**config.mk**
```make
export PLATFORM = sky130hd
export DESIGN_NAME = group_priority_task_dispatcher
export DESIGN_NICKNAME = d
export VERILOG_FILES = /design/src/hw/rtl/gptd_pkg.sv /design/src/hw/rtl/gptd_cell.sv /design/src/hw/rtl/gptd_scan.sv /design/src/hw/rtl/group_priority_task_dispatcher.sv
export VERILOG_INCLUDE_DIRS = /design/src /design/src/hw/rtl
export SDC_FILE = /design/constraint.sdc
export NUM_CORES = 1
export LEC_CHECK = 0
export BUFFER_PORTS_ARGS = -buffer_cell sky130_fd_sc_hd__buf_4
export CORE_MARGIN = 5
export CORE_UTILIZATION = 62
export CTS_CLUSTER_DIAMETER = 120
export DETAILED_ROUTE_END_ITERATION = 10
export PLACE_DENSITY_LB_ADDON = 0.2
export SYNTH_ARGS = -nofsm -noshare
export SYNTH_HDL_FRONTEND = slang
export SYNTH_SLANG_ARGS = --single-unit
export TNS_END_PERCENT = 10
```
**constraint.sdc**
```tcl
create_clock -name clk -period 5.5 [get_ports clk]
set_clock_uncertainty 0.1 [all_clocks]
set_input_delay 0.825 -clock clk [delete_from_list [all_inputs] [get_ports clk]]
set_output_delay 0.825 -clock clk [all_outputs]
set_load 0.01 [all_outputs]
```
**src/hw/rtl/assert_macros.svh**
```systemverilog
// ----------------------------------------------------------------------------
// Assertion macros
// Shared concurrent assertion forms. They expect clk and rst_n in scope.
// ----------------------------------------------------------------------------
`ifndef ASSERT_MACROS_SVH
`define ASSERT_MACROS_SVH

// Property holds on every clock edge out of reset.
`define AST_HOLDS(lbl, expr, msg) \
  lbl: assert property (@(posedge clk) disable iff (!rst_n) (expr)) else $error(msg);

// Antecedent in one cycle implies consequent in the next.
`define AST_NEXT(lbl, ante, cons, msg) \
  lbl: assert property (@(posedge clk) disable iff (!rst_n) (ante) |=> (cons)) else $error(msg);

// Antecedent implies consequent in the same cycle.
`define AST_SAME(lbl, ante, cons, msg) \
  lbl: assert property (@(posedge clk) disable iff (!rst_n) (ante) |-> (cons)) else $error(msg);

`endif

```
**src/hw/rtl/gptd_pkg.sv**
```systemverilog
// ----------------------------------------------------------------------------
// gptd_pkg
// Types, constants and helpers for the group priority task dispatcher.
// ----------------------------------------------------------------------------
package gptd_pkg;

  localparam int SLOTS        = 16;
  localparam int GROUPS       = 8;
  localparam int HANDLE_BITS  = 16;
  localparam int GROUP_BITS   = 3;
  localparam int PEND_BITS    = 8;
  localparam int NUM_PRIO     = 8;
  localparam int PRIO_BITS    = 8;
  localparam int CFG_IDX_BITS = 3;
  localparam int IDX_W        = $clog2(SLOTS);
  localparam int CNT_W        = $clog2(SLOTS + 1);

  // request command codes
  localparam logic CMD_ADD  = 1'b0;
  localparam logic CMD_DONE = 1'b1;

  // cell operation codes
  typedef logic [1:0] cell_op_t;
  localparam cell_op_t CELL_HOLD = 2'd0;
  localparam cell_op_t CELL_TAKE = 2'd1;
  localparam cell_op_t CELL_LOAD = 2'd2;

  typedef struct packed {
    logic                   valid;
    logic [GROUP_BITS-1:0]  grp;
    logic [HANDLE_BITS-1:0] hdl;
  } slot_t;

  typedef struct packed {
    logic                   cmd;
    logic [GROUP_BITS-1:0]  group_id;
    logic [HANDLE_BITS-1:0] task_handle;
  } req_t;

  typedef struct packed {
    logic                   grant_valid;
    logic [HANDLE_BITS-1:0] grant_handle;
    logic [GROUP_BITS-1:0]  grant_group;
    logic                   add_dropped;
    logic [PEND_BITS-1:0]   pending_groups;
    logic                   now_busy;
  } res_t;

  typedef struct packed {
    logic                   found;
    logic [IDX_W-1:0]       idx;
    logic [GROUP_BITS-1:0]  grp;
    logic [HANDLE_BITS-1:0] hdl;
  } best_t;

  typedef struct packed {
    logic clear;
    logic step;
  } scan_ctl_t;

  function automatic logic [PEND_BITS-1:0] group_onehot(input logic [GROUP_BITS-1:0] g);
    group_onehot = PEND_BITS'(1) << g;
  endfunction

  function automatic logic [GROUP_BITS-1:0] sat_group(input logic [GROUP_BITS-1:0] g);
    sat_group = (32'(g) >= GROUPS) ? GROUP_BITS'(GROUPS - 1) : g;
  endfunction

endpackage

```
**src/hw/rtl/gptd_cell.sv**
```systemverilog
// ----------------------------------------------------------------------------
// gptd_cell
// One storage cell of the slot chain: holds, takes its neighbor, or loads.
// ----------------------------------------------------------------------------
module gptd_cell
  import gptd_pkg::*;
(
  input  logic                 clk,
  input  logic                 rst_n,
  input  cell_op_t             op,
  input  slot_t                nb,
  input  slot_t                ld,
  input  logic                 drop,
  output slot_t                q,
  output logic [PEND_BITS-1:0] pend
);

  slot_t slot_r;
  slot_t slot_nxt;

  always_comb begin
    case (op)
      CELL_TAKE: slot_nxt = nb;
      CELL_LOAD: slot_nxt = ld;
      default:   slot_nxt = slot_r;
    endcase
  end

  // only the valid bit is reset; group and handle are read under valid
  always_ff @(posedge clk) begin
    if (!rst_n) begin
      slot_r.valid <= 1'b0;
    end else begin
      slot_r.valid <= slot_nxt.valid;
    end
    slot_r.grp <= slot_nxt.grp;
    slot_r.hdl <= slot_nxt.hdl;
  end

  assign q    = slot_r;
  // group contribution, masked when this entry is leaving
  assign pend = (slot_r.valid && !drop) ? group_onehot(slot_r.grp) : '0;

endmodule

```
**src/hw/rtl/gptd_scan.sv**
```systemverilog
// ----------------------------------------------------------------------------
// gptd_scan
// Best-entry tracker at the head of the chain, one entry per cycle while ctl.step is set.
// ----------------------------------------------------------------------------
module gptd_scan
  import gptd_pkg::*;
(
  input  logic                        clk,
  input  logic                        rst_n,
  input  scan_ctl_t                   ctl,
  input  slot_t                       head,
  input  logic signed [PRIO_BITS-1:0] head_prio,
  output best_t                       best,
  output logic                        last
);

  best_t                       best_r;
  logic signed [PRIO_BITS-1:0] bprio_r;
  logic [IDX_W-1:0]            step_r;
  logic                        take;

  // strict compare: entries arrive oldest first, so ties keep the older one
  assign take = head.valid && (!best_r.found || (head_prio > bprio_r));

  always_ff @(posedge clk) begin
    if (!rst_n) begin
      best_r.found <= 1'b0;
      step_r       <= '0;
    end else if (ctl.clear) begin
      best_r.found <= 1'b0;
      step_r       <= '0;
    end else if (ctl.step) begin
      step_r <= IDX_W'(step_r + 1'b1);
      if (take) begin
        best_r.found <= 1'b1;
      end
    end
    // winner payload, qualified by found
    if (ctl.step && take) begin
      best_r.idx <= step_r;
      best_r.grp <= head.grp;
      best_r.hdl <= head.hdl;
      bprio_r    <= head_prio;
    end
  end

  assign best = best_r;
  assign last = (step_r == IDX_W'(SLOTS - 1));

endmodule

```
**src/hw/rtl/group_priority_task_dispatcher.sv**
```systemverilog
// An add that dispatches nothing returns its result from a register in the cycle after acceptance;
// any dispatch (done, or add while idle) returns it after the SCAN pass and the REMOVE state.
// Each request gets one result; busy is high through the scan and remove and blocks new requests.
// The scan length is set by the head tracker visiting one chain cell per cycle.
// Reset (synchronous, rst_n low): store empty, nothing running, priorities 0.
// Results are strobed for one cycle on out_valid; the receiver cannot stall.
// ----------------------------------------------------------------------------
// group_priority_task_dispatcher
// Priority task dispatcher: queued handles per group, oldest-first on ties.
// ----------------------------------------------------------------------------
`include "assert_macros.svh"

module group_priority_task_dispatcher
  import gptd_pkg::*;
(
  input  logic                    clk,
  input  logic                    rst_n,
  // request channel
  input  logic                    start,
  output logic                    busy,
  input  req_t                    in_req,
  // result channel
  output logic                    out_valid,
  output res_t                    out_res,
  // configuration write port
  input  logic                    cfg_we,
  input  logic [CFG_IDX_BITS-1:0] cfg_index,
  input  logic [PRIO_BITS-1:0]    cfg_data
);

  // FSM codes
  localparam logic [1:0] S_IDLE   = 2'd0;
  localparam logic [1:0] S_SCAN   = 2'd1;
  localparam logic [1:0] S_REMOVE = 2'd2;

  logic [1:0]                  state_r, state_nxt;
  logic [CNT_W-1:0]            cnt_r, cnt_nxt;
  logic                        running_r, running_nxt;
  logic                        dropped_r, dropped_nxt;
  logic                        out_valid_r, out_valid_nxt;
  res_t                        out_res_r, out_res_nxt;
  logic signed [PRIO_BITS-1:0] prio_r [NUM_PRIO];

  // chain wiring
  slot_t                       cell_q  [SLOTS];
  slot_t                       cell_nb [SLOTS];
  cell_op_t                    cell_op [SLOTS];
  logic [SLOTS-1:0]            cell_drop;
  logic [PEND_BITS-1:0]        cell_pend [SLOTS];
  logic [PEND_BITS-1:0]        pend_or;
  logic [SLOTS-1:0]            valid_vec;

  slot_t                       new_slot;
  scan_ctl_t                   scan_ctl;
  best_t                       best;
  logic                        scan_last;

  logic                        accept;
  logic                        is_add;
  logic                        full;
  logic [GROUP_BITS-1:0]       grp_in;

  assign busy      = (state_r != S_IDLE);
  assign accept    = start && !busy;
  assign is_add    = (in_req.cmd == CMD_ADD);
  assign full      = (cnt_r == CNT_W'(SLOTS));
  assign grp_in    = sat_group(in_req.group_id);

  assign new_slot.valid = 1'b1;
  assign new_slot.grp   = grp_in;
  assign new_slot.hdl   = in_req.task_handle;

  // --------------------------------------------------------------------------
  // Priority registers
  // --------------------------------------------------------------------------
  always_ff @(posedge clk) begin
    if (!rst_n) begin
      for (int g = 0; g < NUM_PRIO; g++) begin
        prio_r[g] <= '0;
      end
    end else if (cfg_we && (32'(cfg_index) < NUM_PRIO)) begin
      prio_r[cfg_index] <= cfg_data;
    end
  end

  // --------------------------------------------------------------------------
  // Slot chain. Valid entries sit in cells 0..cnt-1, oldest in cell 0.
  // During a scan the whole ring rotates toward cell 0, so after SLOTS
  // steps every entry is back in place. A removal shifts the cells above
  // the chosen one down by one, keeping the chain packed and age-ordered.
  // --------------------------------------------------------------------------
  always_comb begin
    for (int i = 0; i < SLOTS - 1; i++) begin
      cell_nb[i] = cell_q[i + 1];
    end
    // ring closes during scan; empty entry shifts in on removal
    cell_nb[SLOTS-1] = (state_r == S_SCAN) ? cell_q[0] : slot_t'('0);
  end

  always_comb begin
    for (int i = 0; i < SLOTS; i++) begin
      cell_op[i]   = CELL_HOLD;
      cell_drop[i] = (state_r == S_REMOVE) && best.found && (best.idx == IDX_W'(i));
      if (state_r == S_SCAN) begin
        cell_op[i] = CELL_TAKE;
      end else if ((state_r == S_REMOVE) && best.found && (IDX_W'(i) >= best.idx)) begin
        cell_op[i] = CELL_TAKE;
      end else if (accept && is_add && !full && (cnt_r == CNT_W'(i))) begin
        cell_op[i] = CELL_LOAD;
      end
    end
  end

  for (genvar gi = 0; gi < SLOTS; gi++) begin : g_cell
    gptd_cell u_cell (
      .clk   (clk),
      .rst_n (rst_n),
      .op    (cell_op[gi]),
      .nb    (cell_nb[gi]),
      .ld    (new_slot),
      .drop  (cell_drop[gi]),
      .q     (cell_q[gi]),
      .pend  (cell_pend[gi])
    );
  end

  // groups still pending, entry under removal already masked out
  always_comb begin
    pend_or = '0;
    for (int i = 0; i < SLOTS; i++) begin
      pend_or      = pend_or | cell_pend[i];
      valid_vec[i] = cell_q[i].valid;
    end
  end

  // --------------------------------------------------------------------------
  // Head tracker: sees cell 0 each scan cycle, keeps the best so far
  // --------------------------------------------------------------------------
  gptd_scan u_scan (
    .clk       (clk),
    .rst_n     (rst_n),
    .ctl       (scan_ctl),
    .head      (cell_q[0]),
    .head_prio (prio_r[cell_q[0].grp]),
    .best      (best),
    .last      (scan_last)
  );

  // --------------------------------------------------------------------------
  // Control FSM
  //   IDLE  : take a request; store an add; go scan if a dispatch is due,
  //           otherwise answer right away.
  //   SCAN  : SLOTS rotation steps through the head tracker.
  //   REMOVE: pull the winner out of the chain and answer.
  // --------------------------------------------------------------------------
  always_comb begin
    state_nxt     = state_r;
    cnt_nxt       = cnt_r;
    running_nxt   = running_r;
    dropped_nxt   = dropped_r;
    out_valid_nxt = 1'b0;
    out_res_nxt   = out_res_r;
    scan_ctl      = '0;

    unique case (state_r)
      S_IDLE: begin
        if (accept) begin
          if (is_add && !full) begin
            cnt_nxt = CNT_W'(cnt_r + 1'b1);
          end
          dropped_nxt = is_add && full;
          if (!is_add || !running_r) begin
            state_nxt      = S_SCAN;
            scan_ctl.clear = 1'b1;
          end else begin
            // add while a task runs: no dispatch
            out_valid_nxt              = 1'b1;
            out_res_nxt.grant_valid    = 1'b0;
            out_res_nxt.grant_handle   = '0;
            out_res_nxt.grant_group    = '0;
            out_res_nxt.add_dropped    = full;
            out_res_nxt.pending_groups = pend_or | (full ? '0 : group_onehot(grp_in));
            out_res_nxt.now_busy       = running_r;
          end
        end
      end
      S_SCAN: begin
        scan_ctl.step = 1'b1;
        if (scan_last) begin
          state_nxt = S_REMOVE;
        end
      end
      S_REMOVE: begin
        state_nxt   = S_IDLE;
        running_nxt = best.found;
        if (best.found) begin
          cnt_nxt = CNT_W'(cnt_r - 1'b1);
        end
        out_valid_nxt              = 1'b1;
        out_res_nxt.grant_valid    = best.found;
        out_res_nxt.grant_handle   = best.found ? best.hdl : '0;
        out_res_nxt.grant_group    = best.found ? best.grp : '0;
        out_res_nxt.add_dropped    = dropped_r;
        out_res_nxt.pending_groups = pend_or;
        out_res_nxt.now_busy       = best.found;
      end
      default: begin
        state_nxt = S_IDLE;
      end
    endcase
  end

  always_ff @(posedge clk) begin
    if (!rst_n) begin
      state_r     <= S_IDLE;
      cnt_r       <= '0;
      running_r   <= 1'b0;
      out_valid_r <= 1'b0;
    end else begin
      state_r     <= state_nxt;
      cnt_r       <= cnt_nxt;
      running_r   <= running_nxt;
      out_valid_r <= out_valid_nxt;
    end
  end

  always_ff @(posedge clk) begin
    dropped_r <= dropped_nxt;
    out_res_r <= out_res_nxt;
  end

  assign out_valid = out_valid_r;
  assign out_res   = out_res_r;

  // --------------------------------------------------------------------------
  // Assertions
  // --------------------------------------------------------------------------
  `AST_HOLDS(a_cnt_matches_valid, $countones(valid_vec) == cnt_r, "fill count out of step with cells")
  `AST_HOLDS(a_cnt_range, cnt_r <= CNT_W'(SLOTS), "fill count above capacity")
  `AST_NEXT(a_remove_answers, state_r == S_REMOVE, out_valid && (state_r == S_IDLE), "remove gave no result")
  `AST_NEXT(a_scan_to_remove, (state_r == S_SCAN) && scan_last, state_r == S_REMOVE, "scan overran")
  `AST_SAME(a_grant_busy, out_valid && out_res.grant_valid, out_res.now_busy, "grant without busy")

endmodule

```
## Word-level counts from Yosys, hierarchy flattened

Memory sizes are Yosys's and may differ from the RTL's. A register that Yosys moved wholly into a read port is not among the register bits.
Cells that the tools add are included.

- Memory bits (writable): 64
- Output and inout port bits: 32
- Word-level logic and storage cells: 425
- Memories: 1
- Register bits after elaboration: 396
- Input bits: 35

Memory list:

| memory | words | bits a word | read ports | clocked after Yosys merged registers in | write ports | RTL line | RTL |
|---|---|---|---|---|---|---|---|
| prio_r | 8 | 8 | 1 | 1 | 8 | group_priority_task_dispatcher.sv:42 | `logic signed [PRIO_BITS-1:0] prio_r [NUM_PRIO];` |

- Reductions and logical operators: 122
- Bitwise operators: 18
- Multiplexer cells: 110
- Order comparisons: 17
- Equal/unequal tests: 72
- Shift-type cells: 17
- Add/subtract/negate cells: 3

Operators with widths:

| operator | number |
|---|---|
| $pmux W20 S2 | 16 |
| $mux W8 | 18 |
| $shl A1 B3 Y8 const A | 17 |
| $or A8 B8 Y8 | 16 |
| $mux W2 | 51 |
| $logic_and A1 B1 Y1 | 72 |
| $mux W30 | 2 |
| $pmux W30 S2 | 1 |
| $eq A5 B4 Y1 const B | 8 |
| $eq A4 B4 Y1 const B | 9 |
| $reduce_bool A2 Y1 | 18 |
| $eq A2 B1 Y1 const B | 17 |
| $eq A2 B2 Y1 const B | 17 |
| $ge A4 B4 Y1 const A | 8 |
| $eq A5 B3 Y1 const B | 4 |
| $logic_not A1 Y1 | 20 |
| $mux W20 | 1 |
| $eq A4 B3 Y1 const B | 4 |
| $ge A3 B4 Y1 const A | 4 |
| $mux W16 | 1 |
| $mux W5 | 3 |
| $mux W1 | 11 |
| $eq A5 B2 Y1 const B | 2 |
| $ne A2 B2 Y1 const B | 5 |
| other kinds (25) | 34 |

## Logic depth before layout (Yosys ltp)

Gate-level depths: netlist of run 1.

- Depth after elaboration: 25
- Depth in mapped cells: 11
- Mapped depth without buffers: 9

## Cells and area by module

Synthesis of run 1 repeated with hierarchy kept, for this count alone.

- Cells, all modules: 1524
- Area, all modules: 22006.1 sq um

Modules (own cells, without submodules):

| module | sequential area each (sq um) | cells an instance | area each (sq um) | instances |
|---|---|---|---|---|
| gptd_cell | 590.6 | 61 | 948.4 | 16 |
| group_priority_task_dispatcher | 3032.9 | 465 | 5459.0 | 1 |
| gptd_scan | 1031.0 | 83 | 1372.6 | 1 |

## Worst setup path after synthesis of run 1

Ideal clock, no wire load.

- Kind: register -> register
- From: reg (tool-made name)
- To: reg u_scan.best_r (netlist bit u_scan.best[0]), enable pin
- Library setup time: 0.429 ns
- Path buffers: 2
- Stages on the path, launching flop included: 11
- Data arrival time: 3.788 ns
- Clock period less this slack: 4.318 ns
- Path slack: 1.182 ns
- Path through: dfxtp_1 -> buf_2 -> buf_2 -> mux4_2 -> mux2_2 -> ha_1 -> a21o_1 -> a21oi_1 -> nor2b_1 -> o31ai_1 -> a21oi_1

RTL lines:

| item | RTL line | RTL |
|---|---|---|
| end, declared | gptd_scan.sv:17 | `best_t best_r;` |

==> results of run 1 <==
[registers in the layout, indices dropped and copies added, names as in the netlist, named ones only]
name / flops
running_r: 1
state_r: 2
cnt_r: 5
dropped_r: 1
out_res: 30
u_scan.bprio_r: 8
g_cell.u_cell.q: 320
prio_r: 64
out_valid: 1
u_scan.step_r: 4
u_scan.best: 24
[layout by cell type, fill, tap and decap left out, types with 3 or more instances in the layout]
master,netlist,layout
a21oi_1,14,13
and2_1,85,85
and3_1,21,21
buf_4,1,75
clkbuf_1,72,20
clkbuf_16,0,49
clkinv_1,1,3
clkinv_2,0,6
dfxtp_1,33,33
edfxtp_1,430,430
ha_1,31,31
inv_1,40,40
mux2_2,291,291
mux2i_1,3,3
mux4_2,16,16
nand2_1,69,69
nand2b_1,26,26
nand3_1,18,18
nand3b_1,10,10
nand4_1,11,11
nand4b_1,3,3
nand4bb_1,5,5
nor2_1,61,60
nor2b_1,12,10
nor3_1,40,40
nor3b_1,8,8
nor4_1,17,17
nor4b_1,6,6
nor4bb_1,6,6
o211ai_1,15,15
o21ai_0,67,66
o21ai_1,3,4
o21bai_1,3,3
o22ai_1,37,37
or2_2,10,10
or3b_2,4,4
xnor2_1,5,5
[power by group through the flow]
stage          clock network (mW)  logic, mW  registers (mW)
5_1_grt                      3.19      0.719            4.30
3_3_place_gp                    0      0.644            4.35
3_5_place_dp                    0      0.653            4.35
6_report                     3.01      0.662            4.28
4_1_cts                      3.04      0.661            4.28
2_1_floorplan                   0      0.482            4.25
[logic make-up after synthesis]
kind of cell	after synthesis	synth area share (%)
xor+xnor	7	0.284
compound gates	164	4.76
buf+inv	131	2.47
simple gates	421	10.9
mux	310	17.0
fa+ha+maj	31	1.79
flops	463	62.8
[routing by layer]
layer / track usage (%) / up-vias / share of wire (%)
li1: - / 5864 / -
met1: 37.8 / 6665 / 40
met2: 46.5 / 519 / 49
met4: 13.1 / 0 / 5.4
met3: 4.56 / 145 / 5.7
met5: 0 / - / 0
[worst max path at each step]
| stage | start | endpoint | slack, ns | cells after the start |
|---|---|---|---|---|
| 2_1_floorplan | register | u_scan.best[0]$_DFFE_PP_ | 1.18 | 10 |
| 3_3_place_gp | register | u_scan.best[3]$_DFFE_PP_ | 1.53 | 8 |
| 3_5_place_dp | register | u_scan.best[3]$_DFFE_PP_ | 1.52 | 8 |
| 4_1_cts | register | u_scan.best[3]$_DFFE_PP_ | 1.46 | 8 |
| 5_1_grt | register | u_scan.bprio_r[3]$_DFFE_PP_ | 1.14 | 8 |
| 6_report | register | u_scan.bprio_r[5]$_DFFE_PP_ | 1.53 | 8 |
[synth_stat cells (6+ instances only)]
cell type  count  share of area, %
buf_1          7              0.12
inv_1         40              0.69
clkbuf_1      72               1.3
edfxtp_1     430                60
o21ai_0       67               1.6
nand4_1       11              0.32
mux2_2       291                15
nand3_1       18              0.42
nand2b_1      26              0.75
nor4_1        17              0.49
nand3b_1      10              0.35
o22ai_1       37               1.1
nor4bb_1       6              0.28
mux4_2        16               1.7
or2_2         10              0.29
and3_1        21              0.61
a21oi_1       14              0.32
nor2b_1       12              0.35
o211ai_1      15              0.52
ha_1          31               1.8
nor2_1        61               1.1
buf_2          6              0.14
nor3b_1        8              0.28
nand2_1       69               1.2
dfxtp_1       33               3.1
nor4b_1        6              0.24
nor3_1        40              0.93
and2_1        85               2.5
[final cells by class]
cell class                 count  area [sq um]  area share (%)
sequential                   463         13600            57.0
multi-input combinational    933          7530            31.6
clock buffer                  71          1330            5.58
tap                          455           569            2.39
timing repair buffer          75           563            2.36
inverter                      41           154           0.646
clock inverter                12          91.3           0.384
antenna                        1          2.50          0.0105
[per-stage QoR]
| step | utilization [%] | instance area (sq um) | setup slack, ns | total power [mW] | instances |
|---|---|---|---|---|---|
| 6_report | 69.1 | 23800 | 1.53 | 7.95 | 2051 |
| 5_1_grt | 69.1 | 23800 | 1.14 | 8.21 | 2051 |
| 4_1_cts | 69.1 | 23800 | 1.46 | 7.98 | 2050 |
| 3_5_place_dp | 65.0 | 22400 | 1.52 | 5.01 | 1967 |
| 3_3_place_gp | 65.0 | 22400 | 1.53 | 4.99 | 1967 |
| 2_1_floorplan | - | 21600 | 1.18 | 4.73 | 1527 |
[worst max-delay path, stage by stage (launching register included)]
cell	delay, ns
dfxtp_1	1.03
mux4_2	0.61
mux2_2	0.30
ha_1	0.31
nand4_1	0.13
o22ai_1	0.10
nand2_1	0.07
nand3_1	0.12
a21oi_4	0.78
==> flow_summary.toml, run 1 <==
[grt]
overflow = 0
grt_pass1_wl_um = 82800
grt_max_degree = 40
grt_pass1_vias = 13200
antenna_found_initial = 1
grtUsageTotal_pct = 28.4

[cells_and_area]
layout.nets = 1626
syn2layout_area_growth_pct = 10.2
fill_cells = 2304
drive_gt1_share_pct = 29.3

[sta]
hold_ws_ns = 0.370
hold_viol = 0
worst_slew_pin_slew_ns = 1.31
slew_headroom_pct = 12.0
slew_viol_final = 0
setup-tns-final_ns = 0
max_freq_mhz = 252
post-route-period-util_pct = 72.2
setup_viol = 0
rsz0062_at_grt = "false"
fin_crit_ns = 3.97

[route]
wl_um = 54700
drcViolationCount = 0
drtIter0Drc = 1120
wire_per_inst_um = 26.7
vias = 13200
first_pass_iters = 5
via_per_inst = 6.43
drtAntennaViolNets = 0

[setup_path]
arrival_ns = 4.06
reg2regPathDepth = 8
worstSetupStartpointType = "register"
worst_ep_required_time_ns = 5.59
r2r_end = "u_scan.bprio_r[5]$_DFFE_PP_"
regToRegSetupSlack_ns = 1.53
end_kind = "register"
critical_path_class = "reg2reg"
crit_fanout = 31

[placed_design]
gp_congestion = 0.943
post-dp-hpwl_um = 37600
port_buffers = 66

[clock_network]
cts_tree = "built"
clk_latency_ns = 0.58
cts_max_path_buffers = 3
clk_pin_slew_ns = 0.06
cts_resized = 0
cts_sinks = 463
cts_buffers = 46
post_cts_buffers = 0
cts_root_buf = "clkbuf_16"
hold_buffers = 0
htreeDepth = 2

[power_and_ir_drop]
p_leak_nw = 8.20
clkPwrFrac_pct = 37.8
vdd_ir_drop_max_mv = 0.278
p_sw_mw = 1.84
p_per_area_nw_per_um2 = 334
p_comb_share_pct = 8.3
p_int_mw = 6.11
seqPwrFrac_pct = 53.9
switching_share_pct = 23.1

[logic_synthesis]
yosys_warnings = 0
postSynthCellCount = 1527
synth_edf_count = 430
yosysUniqueCellTypes = 65
synth_seq_area_share_pct = 62.8
ys_ff_latch = 463
synth_ff_type = "edfxtp_1"
syn_area_sq_um = 21600
synth_area_per_cell_sq_um = 14.2
ys_async_sr_fraction_pct = 0
syn-num-nets = 1593

[die]
dieHeight_um = 197
dieArea_sq_um = 38700
fp-row-count = 68
core_sq_um = 34500
ios = 67
start_util_pct = 62.7
die_width_um = 197

[min_path]
worstHoldStart = "g_cell[0].u_cell.q[0]$_DFFE_PN_"
whs_endpoint = "u_scan.best[0]$_DFFE_PP_"
hold_path_depth = 0
hold_class = "reg2reg"

[outcome]
status = "completed"

[flow_run]
cap_viol_max_count = 0
No activity file was read; power rests on OpenSTA's default activity.
==> run 2, diff against run 1 <==
==> constraint.sdc (replaced) <==
create_clock -name clk -period 4.1 [get_ports clk]
set_clock_uncertainty 0.1 [all_clocks]
set_input_delay 0.615 -clock clk [delete_from_list [all_inputs] [get_ports clk]]
set_output_delay 0.615 -clock clk [all_outputs]
set_load 0.01 [all_outputs]
==> run 2 against run 1 <==
  * Setup slack got worse by 0.95 ns
  * Non-clock buffer count increased by 44
  * Maximum frequency increased by 13%
  * Register-to-register slack got worse by 0.95 ns
  * Die area unchanged
  * Final cell count increased by 2.3%
  * Combinational power increased by 44%
  * Global-route usage about the same
  * Core utilization increased by 1.3 points
  * Clock power increased by 43%
==> flow_summary.toml, run 2 (synthesis gave the netlist of run 1 again) <==
[setup_path]
crit_fanout = 21
worst_ep_required_time_ns = 4.26
critical_path_class = "reg2reg"
worstSetupStartpointType = "register"
arrival_ns = 3.68
reg2regPathDepth = 9
end_kind = "register"

[clock_network]
cts_buffers = 48
cts_tree = "built"
hold_buffers = 0
post_cts_buffers = 0
cts_max_path_buffers = 3
htreeDepth = 2
cts_root_buf = "clkbuf_16"
clk_pin_slew_ns = 0.06
cts_sinks = 463
clk_latency_ns = 0.59
cts_resized = 0

[sta]
fin_ws_ns = 0.580
worst_slew_pin_slew_ns = 1.02
setup_viol = 0
setup-tns-final_ns = 0
max_freq_mhz = 284
fin_crit_ns = 3.52
rsz0062_at_grt = "false"
slew_viol_final = 0
slew_headroom_pct = 32.0
hold_viol = 0
post-route-period-util_pct = 85.8

[cells_and_area]
mostFrequentLayoutCell = "edfxtp_1"
layout.nets = 1672
final_cell_mix = "430 x edfxtp_1, 291 x mux2_2, 119 x buf_4"
insertedDiodeCount = 0
drive_gt1_share_pct = 31.4
largest_reg_flops = 320
syn2layout_area_growth_pct = 12.2

[route]
wire_per_inst_um = 26.1
drtIter0Drc = 1233
wl_um = 54900
drcViolationCount = 0
via_per_inst = 6.33
vias = 13300
first_pass_iters = 7
drtAntennaViolNets = 0

[min_path]
worstHoldStart = "in_req[19]"
hold_class = "in2reg"
hold_path_depth = 2

[power_and_ir_drop]
p_leak_nw = 8.49
p_per_area_nw_per_um2 = 452
vdd_ir_drop_max_mv = 0.504

[grt]
grt_pass1_vias = 13500
grtUsageTotal_pct = 28.4
overflow = 0
grt_max_degree = 37
grt_pass1_wl_um = 82800
antenna_found_initial = 0

[placed_design]
place_ws_ns = 0.616
gp_congestion = 0.961
port_buffers = 66
post-dp-hpwl_um = 38200

[die]
ios = 67
fp-row-count = 68
start_util_pct = 62.7
die_width_um = 197
core_sq_um = 34500
dieArea_sq_um = 38700
dieHeight_um = 197

[flow_run]
cap_viol_max_count = 0

[outcome]
status = "completed"
[run 2: changes by cell type in the layout (fill, tap and decap cells not counted), moves of 3 or more]
cell       previous run  this run
buf_4                75       119
clkbuf_1             20        10
clkinv_1              3        13
inv_6                 0         5
bufinv_16             1         4
clkinv_2              6         3
[run 2: path summary, 6_finish.rpt]
kind	endpoint	slack, ns
hold reg to reg	u_scan.best[4]$_DFFE_PP_	0.37
setup / recovery	u_scan.best[18]$_DFFE_PP_	0.58
hold / removal	dropped_r$_DFFE_PP_	0.25
setup reg to reg	u_scan.best[18]$_DFFE_PP_	0.58
[run 2: cell type report]
class,count,area [sq um]
Clock buffer,62,1310
Clock inverter,26,240
Fill cell,2335,10200
Inverter,41,154
Multi-Input combinational cell,933,7520
Sequential cell,463,13600
Tap cell,455,569
Timing Repair Buffer,119,893
[run 2: metrics by stage]
step                power (mW)  hold slack, ns  util [%]  area, sq um  std cells
global route              11.3           0.240      70.4        24300       2099
floorplan                 6.35           0.326         -        21600       1527
global placement          6.71           0.357      65.9        22700       2011
detailed placement        6.74           0.359      65.9        22700       2011
finish                    11.0           0.246      70.4        24300       2099
CTS                       11.0           0.222      70.4        24300       2099
[run 2: per-layer routing]
metal / track usage, % / wire (um) / vias to the layer above
li1: - / - / 5951
met1: 36.6 / 21700 / 6724
met2: 48.5 / 27500 / 476
met3: 3.74 / 2990 / 133
met4: 13.1 / 2710 / 0
met5: 0 / 0 / -
[run 2: critical path, stage by stage (launching register included)]
cell and delay [ns]:
dfxtp_1 0.31, buf_4 0.29, mux4_2 0.55, mux2_2 0.32
ha_1 0.30, nand4_1 0.16, nor2_1 0.16, o31ai_1 0.10
a21oi_2 0.48, buf_4 0.38
[run 2: power breakdown]
part	internal [mW]	switching (mW)
sequential	5.52	0.176
clock	2.50	1.81
combinational	0.404	0.551
==> run 3, diff against run 2 <==
--- a/config.mk
+++ b/config.mk
@@ -8,10 +8,11 @@
 export LEC_CHECK = 0
 export BUFFER_PORTS_ARGS = -buffer_cell sky130_fd_sc_hd__buf_4
 export CORE_MARGIN = 5
-export CORE_UTILIZATION = 62
+export CORE_UTILIZATION = 60
 export CTS_CLUSTER_DIAMETER = 120
 export DETAILED_ROUTE_END_ITERATION = 10
 export PLACE_DENSITY_LB_ADDON = 0.2
+export SETUP_SLACK_MARGIN = 0.2
 export SYNTH_ARGS = -nofsm -noshare
 export SYNTH_HDL_FRONTEND = slang
 export SYNTH_SLANG_ARGS = --single-unit
==> run 3 against run 2 <==
  * Setup slack lost 0.025 ns
  * Combinational power shrank 1%
  * Highest routed layer unchanged
  * Largest power group unchanged
  * Total power shrank 1.0%
==> flow_summary.toml, run 3 (synthesis gave the netlist of run 1 again) <==
[outcome]
status = "completed"

[power_and_ir_drop]
p_int_mw = 8.29
p_leak_nw = 8.45
seqPwrFrac_pct = 52.6
p_sw_mw = 2.56
p_comb_share_pct = 8.7
clkPwrFrac_pct = 38.7
vdd_ir_drop_max_mv = 0.425
p_per_area_nw_per_um2 = 449
switching_share_pct = 23.6

[die]
die_width_um = 200
dieHeight_um = 200
core_sq_um = 35600
dieArea_sq_um = 39900
fp-row-count = 69
start_util_pct = 60.8
ios = 67

[flow_run]
cap_viol_max_count = 0

[clock_network]
cts_max_path_buffers = 3
post_cts_buffers = 0
cts_tree = "built"
clk_pin_slew_ns = 0.07
clk_latency_ns = 0.58
htreeDepth = 2
cts_buffers = 47
cts_sinks = 463
cts_root_buf = "clkbuf_16"
hold_buffers = 0
cts_resized = 0

[cells_and_area]
largest_reg_flops = 320
multiInputGateArea_sq_um = 7530
fill_cells = 2505
seq_area_sq_um = 13600
drive_gt1_share_pct = 31.5
insertedDiodeCount = 0
syn2layout_area_growth_pct = 11.9
final_cell_mix = "430 x edfxtp_1, 291 x mux2_2, 112 x buf_4"
mostFrequentLayoutCell = "edfxtp_1"
layout.nets = 1664

[setup_path]
worst_path_largest_cell_delay_ns = 0.70
critical_path_class = "reg2reg"
end_kind = "register"
worst_ep_required_time_ns = 4.46
crit_top_cell = "mux2_2"
worstSetupStartpointType = "register"
crit_path_top_delay_cell = "nor3_1"
crit_fanout = 20
reg2regPathDepth = 9
cp_cell_sequence = "or2_2 -> nor2_2 -> nand3_1 -> nor3_1 -> and2_1 -> ha_1 -> buf_4 -> mux2_2 -> mux2_2"
arrival_ns = 3.91

[sta]
setup-tns-final_ns = 0
worst_slew_pin_slew_ns = 1.09
post-route-period-util_pct = 86.5
hold_viol = 0
slew_viol_final = 0
setup_viol = 0
slew_headroom_pct = 27.6
max_freq_mhz = 282
fin_crit_ns = 3.54
rsz0062_at_grt = "false"
hold_ws_ns = 0.238

[route]
first_pass_iters = 5
vias = 13200
wire_per_inst_um = 26.4
wl_um = 55300
drcViolationCount = 0
via_per_inst = 6.27
drtIter0Drc = 1206
drtAntennaViolNets = 0

[grt]
met1_usage_pct = 36.6
grt_use_met2_pct = 48.2
grtUsageTotal_pct = 27.9
grt_most_used_layer = "met2"
grt_use_met3_pct = 3.88
overflow = 0
grt_max_degree = 40
antenna_found_initial = 1
grt_pass1_vias = 13300
grt_pass1_wl_um = 83000

[placed_design]
post-dp-hpwl_um = 38600
port_buffers = 66
gp_congestion = 0.962

[min_path]
hold_path_depth = 2
hold_class = "in2reg"
[run 3: cell count changes in the layout (fill, tap and decap cells not counted), sizes merged]
cell,change
buf,-7
clkinv,+7
clkbuf,-5
bufinv,-2
inv,-1
[run 3: power by group through the flow]
stage	Clock, mW	Combinational (mW)	Sequential [mW]
2_1_floorplan	0	0.648	5.70
3_3_place_gp	0	0.911	5.80
3_5_place_dp	0	0.933	5.81
4_1_cts	4.25	0.941	5.71
5_1_grt	4.46	1.02	5.73
6_report	4.20	0.941	5.71
[run 3: path summary, 6_finish.rpt]
kind | start | to | slack (ns)
setup / recovery | state_r[0]$_SDFFE_PN0P_ | register | 0.56
hold / removal | in_req[19] | dropped_r$_DFFE_PP_ | 0.24
setup reg to reg | state_r[0]$_SDFFE_PN0P_ | register | 0.56
hold reg to reg | g_cell[0].u_cell.q[4]$_DFFE_PN_ | u_scan.best[4]$_DFFE_PP_ | 0.36
[run 3: through the flow]
step           instance area [sq um]  instances  setup slack, ns  total power, mW  util [%]
2_1_floorplan                  21600       1527            0.462             6.35         -
3_3_place_gp                   22700       2010            0.701             6.71      63.8
3_5_place_dp                   22700       2010            0.632             6.74      63.8
4_1_cts                        24200       2097            0.616             10.9      68.0
5_1_grt                        24200       2097            0.323             11.2      68.0
6_report                       24200       2097            0.555             10.8      68.0
[run 3: per-layer routing]
metal	vias to the layer above	share of wire [%]
met2	442	50
met4	0	3.9
met1	6673	40
li1	5928	-
met3	112	5.7
met5	-	0
[run 3: critical path: cells and delay by family, from the launching register on]
family / cells / cell delay (ns)
multiplexers: 2 / 0.67
AND/OR/NAND/NOR: 5 / 1.76
flip-flops: 1 / 0.45
adder cells (fa/ha/maj): 1 / 0.14
buffers and inverters: 1 / 0.27
[run 3: area by class of cell]
type                       count  share of cell area [%]
timing repair buffer         112                    3.48
multi-input combinational    933                    31.1
inverter                      41                   0.636
sequential                   463                    56.1
tap                          461                    2.39
clock buffer                  57                    5.28
clock inverter                30                   0.942
